===== config.mk =====
export PLATFORM = sky130hd
export DESIGN_NAME = permutation_footrule_topk
export DESIGN_NICKNAME = d
export VERILOG_FILES = /design/src/rtl/pft_pkg.sv /design/src/rtl/permutation_footrule_topk.sv /design/src/rtl/pft_ram.sv /design/src/rtl/pft_front.sv /design/src/rtl/pft_outq.sv /design/src/rtl/pft_back.sv
export SDC_FILE = /design/constraint.sdc
export NUM_CORES = 2
export LEC_CHECK = 0
export BUFFER_PORTS_ARGS = -buffer_cell sky130_fd_sc_hd__buf_2
export CELL_PAD_IN_SITES_DETAIL_PLACEMENT = 0
export CELL_PAD_IN_SITES_GLOBAL_PLACEMENT = 1
export CORE_AREA = 3 3 465 467
export DETAILED_ROUTE_END_ITERATION = 12
export DIE_AREA = 0 0 468 470
export PLACE_DENSITY_LB_ADDON = 0.08
export SYNTH_ARGS = -nofsm -noshare
export SYNTH_HDL_FRONTEND = slang
export SYNTH_SLANG_ARGS = --single-unit

===== constraint.sdc =====
create_clock -name clk -period 11.75 [get_ports clk]
set_clock_uncertainty 0.15 [all_clocks]
set_input_delay 1.175 -clock clk [delete_from_list [all_inputs] [get_ports clk]]
set_output_delay 1.175 -clock clk [all_outputs]
set_load 0.005 [all_outputs]

===== src/rtl/pft_pkg.sv =====
// Shared types, constants and helpers for the permutation footrule top-k search.
package pft_pkg;

    // Sizes of the search
    localparam int MAX_REFS = 256;
    localparam int TOP_K    = 10;

    // Field widths
    localparam int FUNC_W  = 2;
    localparam int REF_W   = 8;
    localparam int RANK_W  = 8;
    localparam int POS_W   = 8;
    localparam int ID_W    = 32;
    localparam int SCORE_W = 16;
    localparam int REFS_W  = 9;

    // Derived widths
    localparam int RANK_AW = $clog2(MAX_REFS);
    localparam int IDX_W   = (TOP_K > 1) ? $clog2(TOP_K) : 1;

    localparam logic [SCORE_W-1:0] EMPTY_SCORE = '1;

    // Item function codes
    localparam logic [FUNC_W-1:0] FUNC_LOAD   = 2'd0;
    localparam logic [FUNC_W-1:0] FUNC_START  = 2'd1;
    localparam logic [FUNC_W-1:0] FUNC_STREAM = 2'd2;
    localparam logic [FUNC_W-1:0] FUNC_READ   = 2'd3;

    // One queued input item
    typedef struct packed {
        logic [FUNC_W-1:0] func;
        logic [REF_W-1:0]  ref_id;
        logic [RANK_W-1:0] rank;
    } cmd_t;

    // One result transaction
    typedef struct packed {
        logic [ID_W-1:0]    object_id;
        logic [SCORE_W-1:0] score;
        logic               last;
    } res_t;

    // One entry of the best list
    typedef struct packed {
        logic [ID_W-1:0]    id;
        logic [SCORE_W-1:0] score;
    } entry_t;

    // True when entry a ranks worse than entry b: larger score, then larger id
    function automatic logic is_worse(entry_t a, entry_t b);
        logic worse;
        if (a.score != b.score)
        begin
            worse = (a.score > b.score);
        end
        else
        begin
            worse = (a.id > b.id);
        end
        return worse;
    endfunction

endpackage


===== src/rtl/permutation_footrule_topk.sv =====
// Permutation-index k-nearest search scored by the Spearman footrule distance.
//
// Items enter a two-entry command queue and are executed one at a time by the
// back end. A rank load or a start completes in the back-end cycle that takes
// it; a streamed reference id passes through the registered read of the rank
// table RAM into the accumulate state, and on an object's last position also
// through the offer state, where the score is inserted into the sorted best
// list when below its worst score. A readout pushes the ten list entries, best
// first, into the two-entry result queue and stalls while that queue is full
// because the consumer holds pop low. The rank table needs no clearing pass
// after reset. refs_in_use may be written only while the block is idle.
module permutation_footrule_topk (
    input  logic                        clk,
    input  logic                        rst_n,
    input  logic                        push,
    output logic                        full,
    input  logic [pft_pkg::FUNC_W-1:0]  func,
    input  logic [pft_pkg::REF_W-1:0]   ref_id,
    input  logic [pft_pkg::RANK_W-1:0]  rank,
    output logic                        empty,
    input  logic                        pop,
    output logic [pft_pkg::ID_W-1:0]    object_id,
    output logic [pft_pkg::SCORE_W-1:0] score,
    output logic                        last,
    input  logic                        cfg_valid,
    output logic                        cfg_ready,
    input  logic [pft_pkg::REFS_W-1:0]  refs_in_use
);

    logic [pft_pkg::REFS_W-1:0] refs_reg, refs_next;
    logic [pft_pkg::REFS_W-1:0] refs_active;
    logic                       cmd_valid, cmd_pop;
    pft_pkg::cmd_t              cmd;
    logic                       res_full, res_push;
    pft_pkg::res_t              res_in, res_out;

    // Hold the configuration register; always ready for a write
    assign cfg_ready = 1'b1;
    assign refs_next = cfg_valid ? refs_in_use : refs_reg;

    always_ff @(posedge clk or negedge rst_n)
    begin
        if (!rst_n)
        begin
            refs_reg <= pft_pkg::REFS_W'(pft_pkg::MAX_REFS);
        end
        else
        begin
            refs_reg <= refs_next;
        end
    end

    // Clamp the object length to one through the table size
    always_comb
    begin
        if (refs_reg == '0)
        begin
            refs_active = pft_pkg::REFS_W'(1);
        end
        else if (refs_reg > pft_pkg::REFS_W'(pft_pkg::MAX_REFS))
        begin
            refs_active = pft_pkg::REFS_W'(pft_pkg::MAX_REFS);
        end
        else
        begin
            refs_active = refs_reg;
        end
    end

    pft_front u_front (
        .clk       (clk),
        .rst_n     (rst_n),
        .push      (push),
        .full      (full),
        .func      (func),
        .ref_id    (ref_id),
        .rank      (rank),
        .cmd_valid (cmd_valid),
        .cmd       (cmd),
        .cmd_pop   (cmd_pop)
    );

    pft_back u_back (
        .clk         (clk),
        .rst_n       (rst_n),
        .refs_active (refs_active),
        .cmd_valid   (cmd_valid),
        .cmd         (cmd),
        .cmd_pop     (cmd_pop),
        .res_full    (res_full),
        .res_push    (res_push),
        .res         (res_in)
    );

    pft_outq u_outq (
        .clk      (clk),
        .rst_n    (rst_n),
        .res_push (res_push),
        .res_in   (res_in),
        .res_full (res_full),
        .empty    (empty),
        .pop      (pop),
        .res_out  (res_out)
    );

    // Split the result transaction onto its ports
    assign object_id = res_out.object_id;
    assign score     = res_out.score;
    assign last      = res_out.last;

endmodule


===== src/rtl/pft_ram.sv =====
// Generic single-port-write, single-port-read RAM with registered read data.
module pft_ram #(
    parameter int WIDTH = 8,
    parameter int DEPTH = 256
) (
    input  logic                     clk,
    input  logic                     we,
    input  logic [$clog2(DEPTH)-1:0] waddr,
    input  logic [WIDTH-1:0]         wdata,
    input  logic                     re,
    input  logic [$clog2(DEPTH)-1:0] raddr,
    output logic [WIDTH-1:0]         rdata
);

    logic [WIDTH-1:0] mem [DEPTH];

    // Write port
    always_ff @(posedge clk)
    begin
        if (we)
        begin
            mem[waddr] <= wdata;
        end
    end

    // Registered read port
    always_ff @(posedge clk)
    begin
        if (re)
        begin
            rdata <= mem[raddr];
        end
    end

endmodule


===== src/rtl/pft_front.sv =====
// Front end: accepts input transactions into a two-entry command queue.
module pft_front (
    input  logic                      clk,
    input  logic                      rst_n,
    input  logic                      push,
    output logic                      full,
    input  logic [pft_pkg::FUNC_W-1:0] func,
    input  logic [pft_pkg::REF_W-1:0]  ref_id,
    input  logic [pft_pkg::RANK_W-1:0] rank,
    output logic                      cmd_valid,
    output pft_pkg::cmd_t             cmd,
    input  logic                      cmd_pop
);

    pft_pkg::cmd_t slot_reg [2];
    logic          wr_ptr_reg, wr_ptr_next;
    logic          rd_ptr_reg, rd_ptr_next;
    logic [1:0]    count_reg, count_next;
    logic          do_push, do_pop;

    assign full      = (count_reg == 2'd2);
    assign cmd_valid = (count_reg != 2'd0);
    assign cmd       = slot_reg[rd_ptr_reg];
    assign do_push   = push && !full;
    assign do_pop    = cmd_pop && cmd_valid;

    // Advance pointers and occupancy
    always_comb
    begin
        wr_ptr_next = do_push ? ~wr_ptr_reg : wr_ptr_reg;
        rd_ptr_next = do_pop ? ~rd_ptr_reg : rd_ptr_reg;
        count_next  = count_reg;
        if (do_push && !do_pop)
        begin
            count_next = count_reg + 2'd1;
        end
        else if (do_pop && !do_push)
        begin
            count_next = count_reg - 2'd1;
        end
    end

    always_ff @(posedge clk or negedge rst_n)
    begin
        if (!rst_n)
        begin
            wr_ptr_reg <= 1'b0;
            rd_ptr_reg <= 1'b0;
            count_reg  <= 2'd0;
        end
        else
        begin
            wr_ptr_reg <= wr_ptr_next;
            rd_ptr_reg <= rd_ptr_next;
            count_reg  <= count_next;
        end
    end

    // Capture the accepted transaction
    always_ff @(posedge clk)
    begin
        if (do_push)
        begin
            slot_reg[wr_ptr_reg] <= '{func: func, ref_id: ref_id, rank: rank};
        end
    end

endmodule


===== src/rtl/pft_outq.sv =====
// Result queue: two-entry buffer between the back end and the result ports.
module pft_outq (
    input  logic          clk,
    input  logic          rst_n,
    input  logic          res_push,
    input  pft_pkg::res_t res_in,
    output logic          res_full,
    output logic          empty,
    input  logic          pop,
    output pft_pkg::res_t res_out
);

    pft_pkg::res_t slot_reg [2];
    logic          wr_ptr_reg, wr_ptr_next;
    logic          rd_ptr_reg, rd_ptr_next;
    logic [1:0]    count_reg, count_next;
    logic          do_push, do_pop;

    assign res_full = (count_reg == 2'd2);
    assign empty    = (count_reg == 2'd0);
    assign res_out  = slot_reg[rd_ptr_reg];
    assign do_push  = res_push && !res_full;
    assign do_pop   = pop && !empty;

    // Advance pointers and occupancy
    always_comb
    begin
        wr_ptr_next = do_push ? ~wr_ptr_reg : wr_ptr_reg;
        rd_ptr_next = do_pop ? ~rd_ptr_reg : rd_ptr_reg;
        count_next  = count_reg;
        if (do_push && !do_pop)
        begin
            count_next = count_reg + 2'd1;
        end
        else if (do_pop && !do_push)
        begin
            count_next = count_reg - 2'd1;
        end
    end

    always_ff @(posedge clk or negedge rst_n)
    begin
        if (!rst_n)
        begin
            wr_ptr_reg <= 1'b0;
            rd_ptr_reg <= 1'b0;
            count_reg  <= 2'd0;
        end
        else
        begin
            wr_ptr_reg <= wr_ptr_next;
            rd_ptr_reg <= rd_ptr_next;
            count_reg  <= count_next;
        end
    end

    // Store the pushed result
    always_ff @(posedge clk)
    begin
        if (do_push)
        begin
            slot_reg[wr_ptr_reg] <= res_in;
        end
    end

endmodule


===== src/rtl/pft_back.sv =====
// Back end: rank table, footrule accumulation, sorted best list and readout.
module pft_back (
    input  logic                       clk,
    input  logic                       rst_n,
    input  logic [pft_pkg::REFS_W-1:0] refs_active,
    input  logic                       cmd_valid,
    input  pft_pkg::cmd_t              cmd,
    output logic                       cmd_pop,
    input  logic                       res_full,
    output logic                       res_push,
    output pft_pkg::res_t              res
);

    localparam logic [1:0] ST_IDLE  = 2'd0;
    localparam logic [1:0] ST_ACC   = 2'd1;
    localparam logic [1:0] ST_OFFER = 2'd2;
    localparam logic [1:0] ST_READ  = 2'd3;

    logic [1:0]                    state_reg, state_next;
    logic [pft_pkg::POS_W-1:0]     pos_reg, pos_next;
    logic [pft_pkg::ID_W-1:0]      obj_reg, obj_next;
    logic [pft_pkg::SCORE_W-1:0]   sum_reg, sum_next;
    logic [pft_pkg::IDX_W-1:0]     cnt_reg, cnt_next;
    logic                          oob_reg, oob_next;
    pft_pkg::entry_t               list_reg [pft_pkg::TOP_K];
    pft_pkg::entry_t               list_next [pft_pkg::TOP_K];

    logic                          in_table;
    logic                          ram_we, ram_re;
    logic [pft_pkg::RANK_W-1:0]    ram_rdata;
    logic [pft_pkg::RANK_W-1:0]    q_rank;
    logic [pft_pkg::POS_W-1:0]     diff;
    logic [pft_pkg::SCORE_W:0]     sum_wide;
    logic [pft_pkg::SCORE_W-1:0]   sum_sat;
    logic [pft_pkg::REFS_W-1:0]    pos_plus;
    logic                          last_pos;
    pft_pkg::entry_t               cand;
    logic [pft_pkg::TOP_K-1:0]     worse_vec;
    logic                          accept_cand;
    pft_pkg::entry_t               ins_list [pft_pkg::TOP_K];

    // Rank table lookup in the query's ordering
    assign in_table = ({1'b0, cmd.ref_id} < pft_pkg::REFS_W'(pft_pkg::MAX_REFS));

    pft_ram #(
        .WIDTH(pft_pkg::RANK_W),
        .DEPTH(pft_pkg::MAX_REFS)
    ) u_rank_ram (
        .clk   (clk),
        .we    (ram_we),
        .waddr (cmd.ref_id[pft_pkg::RANK_AW-1:0]),
        .wdata (cmd.rank),
        .re    (ram_re),
        .raddr (cmd.ref_id[pft_pkg::RANK_AW-1:0]),
        .rdata (ram_rdata)
    );

    // Footrule term and saturating running sum
    always_comb
    begin
        q_rank   = oob_reg ? '0 : ram_rdata;
        diff     = (q_rank > pos_reg) ? (q_rank - pos_reg) : (pos_reg - q_rank);
        sum_wide = {1'b0, sum_reg} + {{(pft_pkg::SCORE_W + 1 - pft_pkg::POS_W){1'b0}}, diff};
        sum_sat  = sum_wide[pft_pkg::SCORE_W] ? pft_pkg::EMPTY_SCORE
                                               : sum_wide[pft_pkg::SCORE_W-1:0];
        pos_plus = {1'b0, pos_reg} + pft_pkg::REFS_W'(1);
        last_pos = (pos_plus >= refs_active);
    end

    // Sorted insertion of the finished object into the best list
    always_comb
    begin
        cand = '{id: obj_reg, score: sum_reg};
        for (int i = 0; i < pft_pkg::TOP_K; i++)
        begin
            worse_vec[i] = pft_pkg::is_worse(list_reg[i], cand);
        end
        accept_cand = (sum_reg < list_reg[pft_pkg::TOP_K-1].score);
        for (int i = 0; i < pft_pkg::TOP_K; i++)
        begin
            if (!worse_vec[i])
            begin
                ins_list[i] = list_reg[i];
            end
            else if (i == 0)
            begin
                ins_list[i] = cand;
            end
            else if (!worse_vec[(i > 0) ? i - 1 : 0])
            begin
                ins_list[i] = cand;
            end
            else
            begin
                ins_list[i] = list_reg[(i > 0) ? i - 1 : 0];
            end
        end
    end

    // Sequence one command at a time
    always_comb
    begin
        state_next = state_reg;
        pos_next   = pos_reg;
        obj_next   = obj_reg;
        sum_next   = sum_reg;
        cnt_next   = cnt_reg;
        oob_next   = oob_reg;
        list_next  = list_reg;
        cmd_pop    = 1'b0;
        ram_we     = 1'b0;
        ram_re     = 1'b0;
        res_push   = 1'b0;
        res        = '{object_id: list_reg[cnt_reg].id,
                       score:     list_reg[cnt_reg].score,
                       last:      (cnt_reg == pft_pkg::IDX_W'(pft_pkg::TOP_K - 1))};

        case (state_reg)
            ST_IDLE:
            begin
                if (cmd_valid)
                begin
                    cmd_pop = 1'b1;
                    case (cmd.func)
                        pft_pkg::FUNC_LOAD:
                        begin
                            ram_we = in_table;
                        end
                        pft_pkg::FUNC_START:
                        begin
                            pos_next = '0;
                            obj_next = '0;
                            sum_next = '0;
                            for (int i = 0; i < pft_pkg::TOP_K; i++)
                            begin
                                list_next[i] = '{id: '0, score: pft_pkg::EMPTY_SCORE};
                            end
                        end
                        pft_pkg::FUNC_STREAM:
                        begin
                            ram_re     = 1'b1;
                            oob_next   = !in_table;
                            state_next = ST_ACC;
                        end
                        pft_pkg::FUNC_READ:
                        begin
                            cnt_next   = '0;
                            state_next = ST_READ;
                        end
                        default:
                        begin
                            state_next = ST_IDLE;
                        end
                    endcase
                end
            end
            ST_ACC:
            begin
                sum_next = sum_sat;
                if (last_pos)
                begin
                    pos_next   = '0;
                    state_next = ST_OFFER;
                end
                else
                begin
                    pos_next   = pos_plus[pft_pkg::POS_W-1:0];
                    state_next = ST_IDLE;
                end
            end
            ST_OFFER:
            begin
                if (accept_cand)
                begin
                    list_next = ins_list;
                end
                sum_next   = '0;
                obj_next   = obj_reg + pft_pkg::ID_W'(1);
                state_next = ST_IDLE;
            end
            ST_READ:
            begin
                if (!res_full)
                begin
                    res_push = 1'b1;
                    if (cnt_reg == pft_pkg::IDX_W'(pft_pkg::TOP_K - 1))
                    begin
                        state_next = ST_IDLE;
                    end
                    else
                    begin
                        cnt_next = cnt_reg + pft_pkg::IDX_W'(1);
                    end
                end
            end
            default:
            begin
                state_next = ST_IDLE;
            end
        endcase
    end

    always_ff @(posedge clk or negedge rst_n)
    begin
        if (!rst_n)
        begin
            state_reg <= ST_IDLE;
            pos_reg   <= '0;
            obj_reg   <= '0;
            sum_reg   <= '0;
            cnt_reg   <= '0;
            oob_reg   <= 1'b0;
            for (int i = 0; i < pft_pkg::TOP_K; i++)
            begin
                list_reg[i] <= '{id: '0, score: pft_pkg::EMPTY_SCORE};
            end
        end
        else
        begin
            state_reg <= state_next;
            pos_reg   <= pos_next;
            obj_reg   <= obj_next;
            sum_reg   <= sum_next;
            cnt_reg   <= cnt_next;
            oob_reg   <= oob_next;
            list_reg  <= list_next;
        end
    end

endmodule

# Word-level counts from Yosys, hierarchy flattened
# Memories as Yosys holds them, arrays and structs flattened. A register that Yosys moved wholly into a read port is not among the register bits.
# Index checks and enable logic that the tools add are counted.
# totals
ff_bits,559
ram_bits,2182
output_inout_bits,52
wordCells,234
memories,3
# mem_list
memory,words,width,read_ports,rd_ports_with_merged_regs,wr,line_no,source
u_back.u_rank_ram.mem,256,8,1,1,1,pft_ram.sv:15,logic [WIDTH-1:0] mem [DEPTH];
u_outq.slot_reg,2,49,1,0,1,pft_outq.sv:13,pft_pkg::res_t slot_reg [2];
u_front.slot_reg,2,18,1,0,1,pft_front.sv:15,pft_pkg::cmd_t slot_reg [2];
# op_classes
addsub,10
order_cmp,25
n_eq_ne,37
n_mux,81
bitwise_logic,5
reduce_logical,41
# ops
operator,count
$mux 480,3
$mux 48,21
$pmux 480 s2,1
$gt 32x32->1,10
$bmux 48 s4,1
$gt 16x16->1,10
$ne 16x16->1,10
$mux 32,2
$pmux 32 s2,1
$reduce_and 5->1,11
$mux 16,3
$pmux 16 s3,1
$add 32x1->32 const B,1
$mux 8,4
$mux 1,26
$ne 2x1->1 const B,12
$mux 9,2
$add 16x8->17,1
$lt 16x16->1,1
$mux 2,8
$mux 4,4
$pmux 8 s2,1
$sub 8x8->8,2
$eq 2x2->1 const B,6
other kinds (25),57

# Longest topological paths before layout
# logic_depth
ltp_word,8
ltp_mapped,22
ltp_nobuf,22

# Modules after synthesis
# From an unflattened synthesis, not the netlist that was laid out.
# hier_totals
cells_unflattened,8061
hier_area_um2,126087.2
# by_module_without_submodules
module,instances,cells_each,area_each_um2,seq_area_each_um2
pft_ram,1,3733,79636.4,61739.2
pft_back,1,4046,40480.1,13763.2
pft_outq,1,172,3986.3,3042.9
pft_front,1,75,1549.0,1181.1
permutation_footrule_topk,1,35,435.4,226.5

# Worst setup path before layout
# OpenSTA, ideal clock, no wires.
# synth_path
path_type,flip-flop to flip-flop
startpoint,reg u_back.state_reg[1]
endpoint,mem u_outq.slot_reg[0][0] in the netlist's numbering (enable)
setup_ns,0.516
t_arrival_ns,4.222
path_slack_ns,6.862
path_stages_with_launch,4
path_buffers,1
synth_period_minus_slack_ns,4.888
cell_sequence,dfrtp_1 > clkbuf_1 > nand2_1 > nor3_1
# synth_via
elab_chain_cells,5
# synth_rtl
element,line_no,source
start: declaration,pft_back.sv:19,"logic [1:0] state_reg, state_next;"
start signal: assignment,pft_back.sv:220,state_reg <= state_next;
$eq 2x2->1,pft_back.sv:118,case (state_reg)
$mux 1,pft_back.sv:118,
$logic_and 1x1->1,pft_outq.sv:22,assign do_push = res_push && !res_full;
$mux 1,pft_outq.sv:60,if (do_push)
$mux 1 (not written as such),pft_outq.sv:62,slot_reg[wr_ptr_reg] <= res_in;
end: declaration,pft_outq.sv:13,
# Every way passes these cells.

# Final worst setup path
# layout_path
startpoint,reg u_front.rd_ptr_reg
endpoint,"reg u_back.u_rank_ram.rdata[5] (read register of u_back.u_rank_ram.mem), data pin"
# layout_via
elab_chain_cells,5
# layout_rtl
element,line_no,source
start: declaration,pft_front.sv:17,"logic rd_ptr_reg, rd_ptr_next;"
start signal: assignment,pft_front.sv:54,rd_ptr_reg <= rd_ptr_next;
$mem_v2 2x18 (*),-,
$eq 2x2->1,pft_back.sv:124,case (cmd.func)
$mux 1,pft_back.sv:124,
$mux 1,pft_back.sv:121,if (cmd_valid)
$mux 1,pft_back.sv:118,
end: declaration,pft_ram.sv:12,output logic [WIDTH-1:0] rdata
# Mark *: on every way between the ends. The rest lies on a longest branch, timed or not.
# A chain may end at the register's enable or synchronous reset.

==> run metrics <==
status complete, no violations; Final ANT Viol Nets 0; Longest Clk Path Bufs 4; synthesized instance count 8287; DR vias 79300; FP Rows 169; Setup crit end kind flip-flop; CTS tree yes; setup repair after global routing missed its margin false; largest net degree at the start of global routing 165; Final setup viols 0; power density over cell area 226 mW/mm^2; Netlist cell types 89; core area 0.212 mm^2; CP max-delay cell nor4_1; most used flip-flop cell after synthesis edfxtp_1; Final Hold Viols 0; Worst Max-Slew Pin Slew 1.37 ns; I/O pin count 84; global route overflow 0; Die Span X 468 um; Detail Placement HPWL 258000 um; WL final ~400000 um; nets between 8000 and 9000; leakage 50.2 nW; DR WL/cell about 36 um; clk sink count 2749; Synth Area per Inst approximately 15 um^2; Cell Area, Synth roughly 0.12 mm^2; top-count cell post-synth edfxtp_1; number of synthesized flops with an enable pin 2190; register area share after synthesis 64.0%; Initial Util between 50% and 60%; Resized cells post-CTS 0; first-pass GRT wire length 581000 um; GRT Util Overall 37.0%; yosys warns 0; critical path's most frequent cell buf_4; worst rel slew slack 7.69%; Syn Nets 8809; Pins Over Slew Limit 0; min Tclk post-route 6.52 ns; Area growth syn-to-layout 10.4%; Peak VDD IR 0.244 mV; Yosys reg bits 2749; Hold Path Class in2async; top cells by area, synth edfxtp_1 53%, mux4_2 8.9%, dfrtp_1 8.0%, ha_1 4.9%, mux2i_1 4.0%; cell taking the most area after synthesis edfxtp_1; MaxCap Viol Count 0; Register Area between 0.07 and 0.08 mm^2; hold buffer count at cts 0; Worst-Skew Late Latency between 0.9 and 1 ns; final core occ 65.0%; initial DRC count roughly 11000; Fin Setup TNS 0 ns; Fillers 15100; die area 0.220 mm^2; post-synth top area share between 50% and 60%; area occupied by multi-input gates 0.0427 mm^2; initial antenna violation count 17; Max Fclk 153 MHz; GPL Wtd Cong 0.966; CP Class reg2reg; CTS H-Tree Depth 5; Vias/cell roughly 7.0; Startpoint Class flip-flop; clock root buffer clkbuf_16; Largest register FFs roughly 2000; CTS buffer count 304; Synth top cells by count 2190 x edfxtp_1, 796 x nand2_1, 504 x mux2i_1; Critical Path Max Stage Delay about 1.2 ns; Tot Pwr approximately 31 mW; Post CTS Setup Buffer Count 0; detailed-router iteration count before antenna repair 6; FFs w/ async S/R, synth 20.3%; die height roughly 470 um; worst path required time 12.25 ns; CP Buf/Inv Count 3; vias in the first global route between 70000 and 80000; share of post-route cells with drive strength above 1 approximately 18%; IO Port Bufs 82; Worst-path clk slew 0.06 ns; CP max FO 94; delay-heaviest family, CP multiplexers; Tcrit/Tclk final between 50% and 60%; critical path cell sequence buf_4, mux2_8, buf_12, buf_4, mux4_2, mux2i_1, o221ai_1, nor4_1, nand4_1; DRC errors left 0; CP arrival 7.02 ns
## final cells by class
| cell class | count | area share, % |
|---|---|---|
| flip-flops and latches | 2749 | 58.0 |
| multi-input cells | 4900 | 31.0 |
| clock buffers | 373 | 5.82 |
| well taps | 2821 | 2.56 |
| repair buffers | 245 | 1.27 |
| clock inverters | 158 | 1.05 |
| inverters | 114 | 0.311 |
| diodes | 11 | 0.0200 |
## through the flow
step,instances,hold slack [ns],area [um^2],setup WS [ns]
5_1_grt,11400,0.141,138000,4.94
4_1_cts,11400,0.0842,138000,5.38
6_report,11400,0.132,138000,5.23
3_5_place_dp,10800,0.317,128000,5.34
2_1_floorplan,8287,0.294,125000,6.86
3_3_place_gp,10800,0.306,128000,5.42
## cell families after synthesis
group / share of synthesized area (%)
other cells: 0.00300
buf+inv: 2.28
flops: 64.0
compound gates: 7.79
mux: 14.2
fa+ha+maj: 4.92
simple gates: 6.47
xor+xnor: 0.385
## worst register-to-register path: stages (launching register included)
cell and delay (ns):
dfrtp_2 0.68, buf_4 0.52, mux2_8 0.82, buf_12 0.59, buf_4 0.83, mux4_2 0.63
mux2i_1 0.50, o221ai_1 0.21, nor4_1 1.16, nand4_1 0.17
## placed cells by master, fill, tap and decap left out, types with 100 or more instances in the layout
| cell type | count |
|---|---|
| edfxtp_1 | 2190 |
| dfstp_2 | 161 |
| clkbuf_16 | 310 |
| nand4_1 | 168 |
| nand2_1 | 781 |
| o2bb2ai_1 | 187 |
| inv_1 | 112 |
| o21ai_0 | 217 |
| mux2_2 | 122 |
| dfrtp_1 | 393 |
| buf_4 | 154 |
| mux4_2 | 496 |
| a21o_1 | 100 |
| mux2i_1 | 499 |
| nand3_1 | 230 |
| a21oi_1 | 309 |
| ha_1 | 487 |
| nor2_1 | 411 |
| a2bb2oi_1 | 105 |
## layer usage
metal	up-vias	share of wire (%)	wire, um	track usage [%]
met1	40600	37	152000	49.1
met2	4839	46	187000	56.0
li1	32700	-	-	-
met4	6	7.1	29000	22.3
met5	-	0.0084	34	0
met3	1130	9.7	39400	8.50
## final timing paths
check | startpoint | end | slack, ns | depth (start not counted)
setup / recovery | u_front.rd_ptr_reg | u_back.u_rank_ram.rdata[5] | 5.23 | 9
hold / removal | rst_n | u_outq.count_reg[1] | 0.13 | 1
setup reg to reg | u_front.rd_ptr_reg | u_back.u_rank_ram.rdata[5] | 5.23 | 9
hold reg to reg | u_back.list_reg[39] | u_back.list_reg[39] | 0.33 | 2
max in group asynchronous | rst_n | u_back.list_reg[451] | 9.03 | 3
min in group clk | rank[3] | u_front.slot_reg[1][3] | 0.29 | 1
## report_power, final
group	switching (mW)	leakage [nW]	internal, mW
registers	0.263	26.9	11.7
logic	6.96	18.7	2.94
clock network	3.86	4.63	5.42
Power figures use the tool's default switching activity.
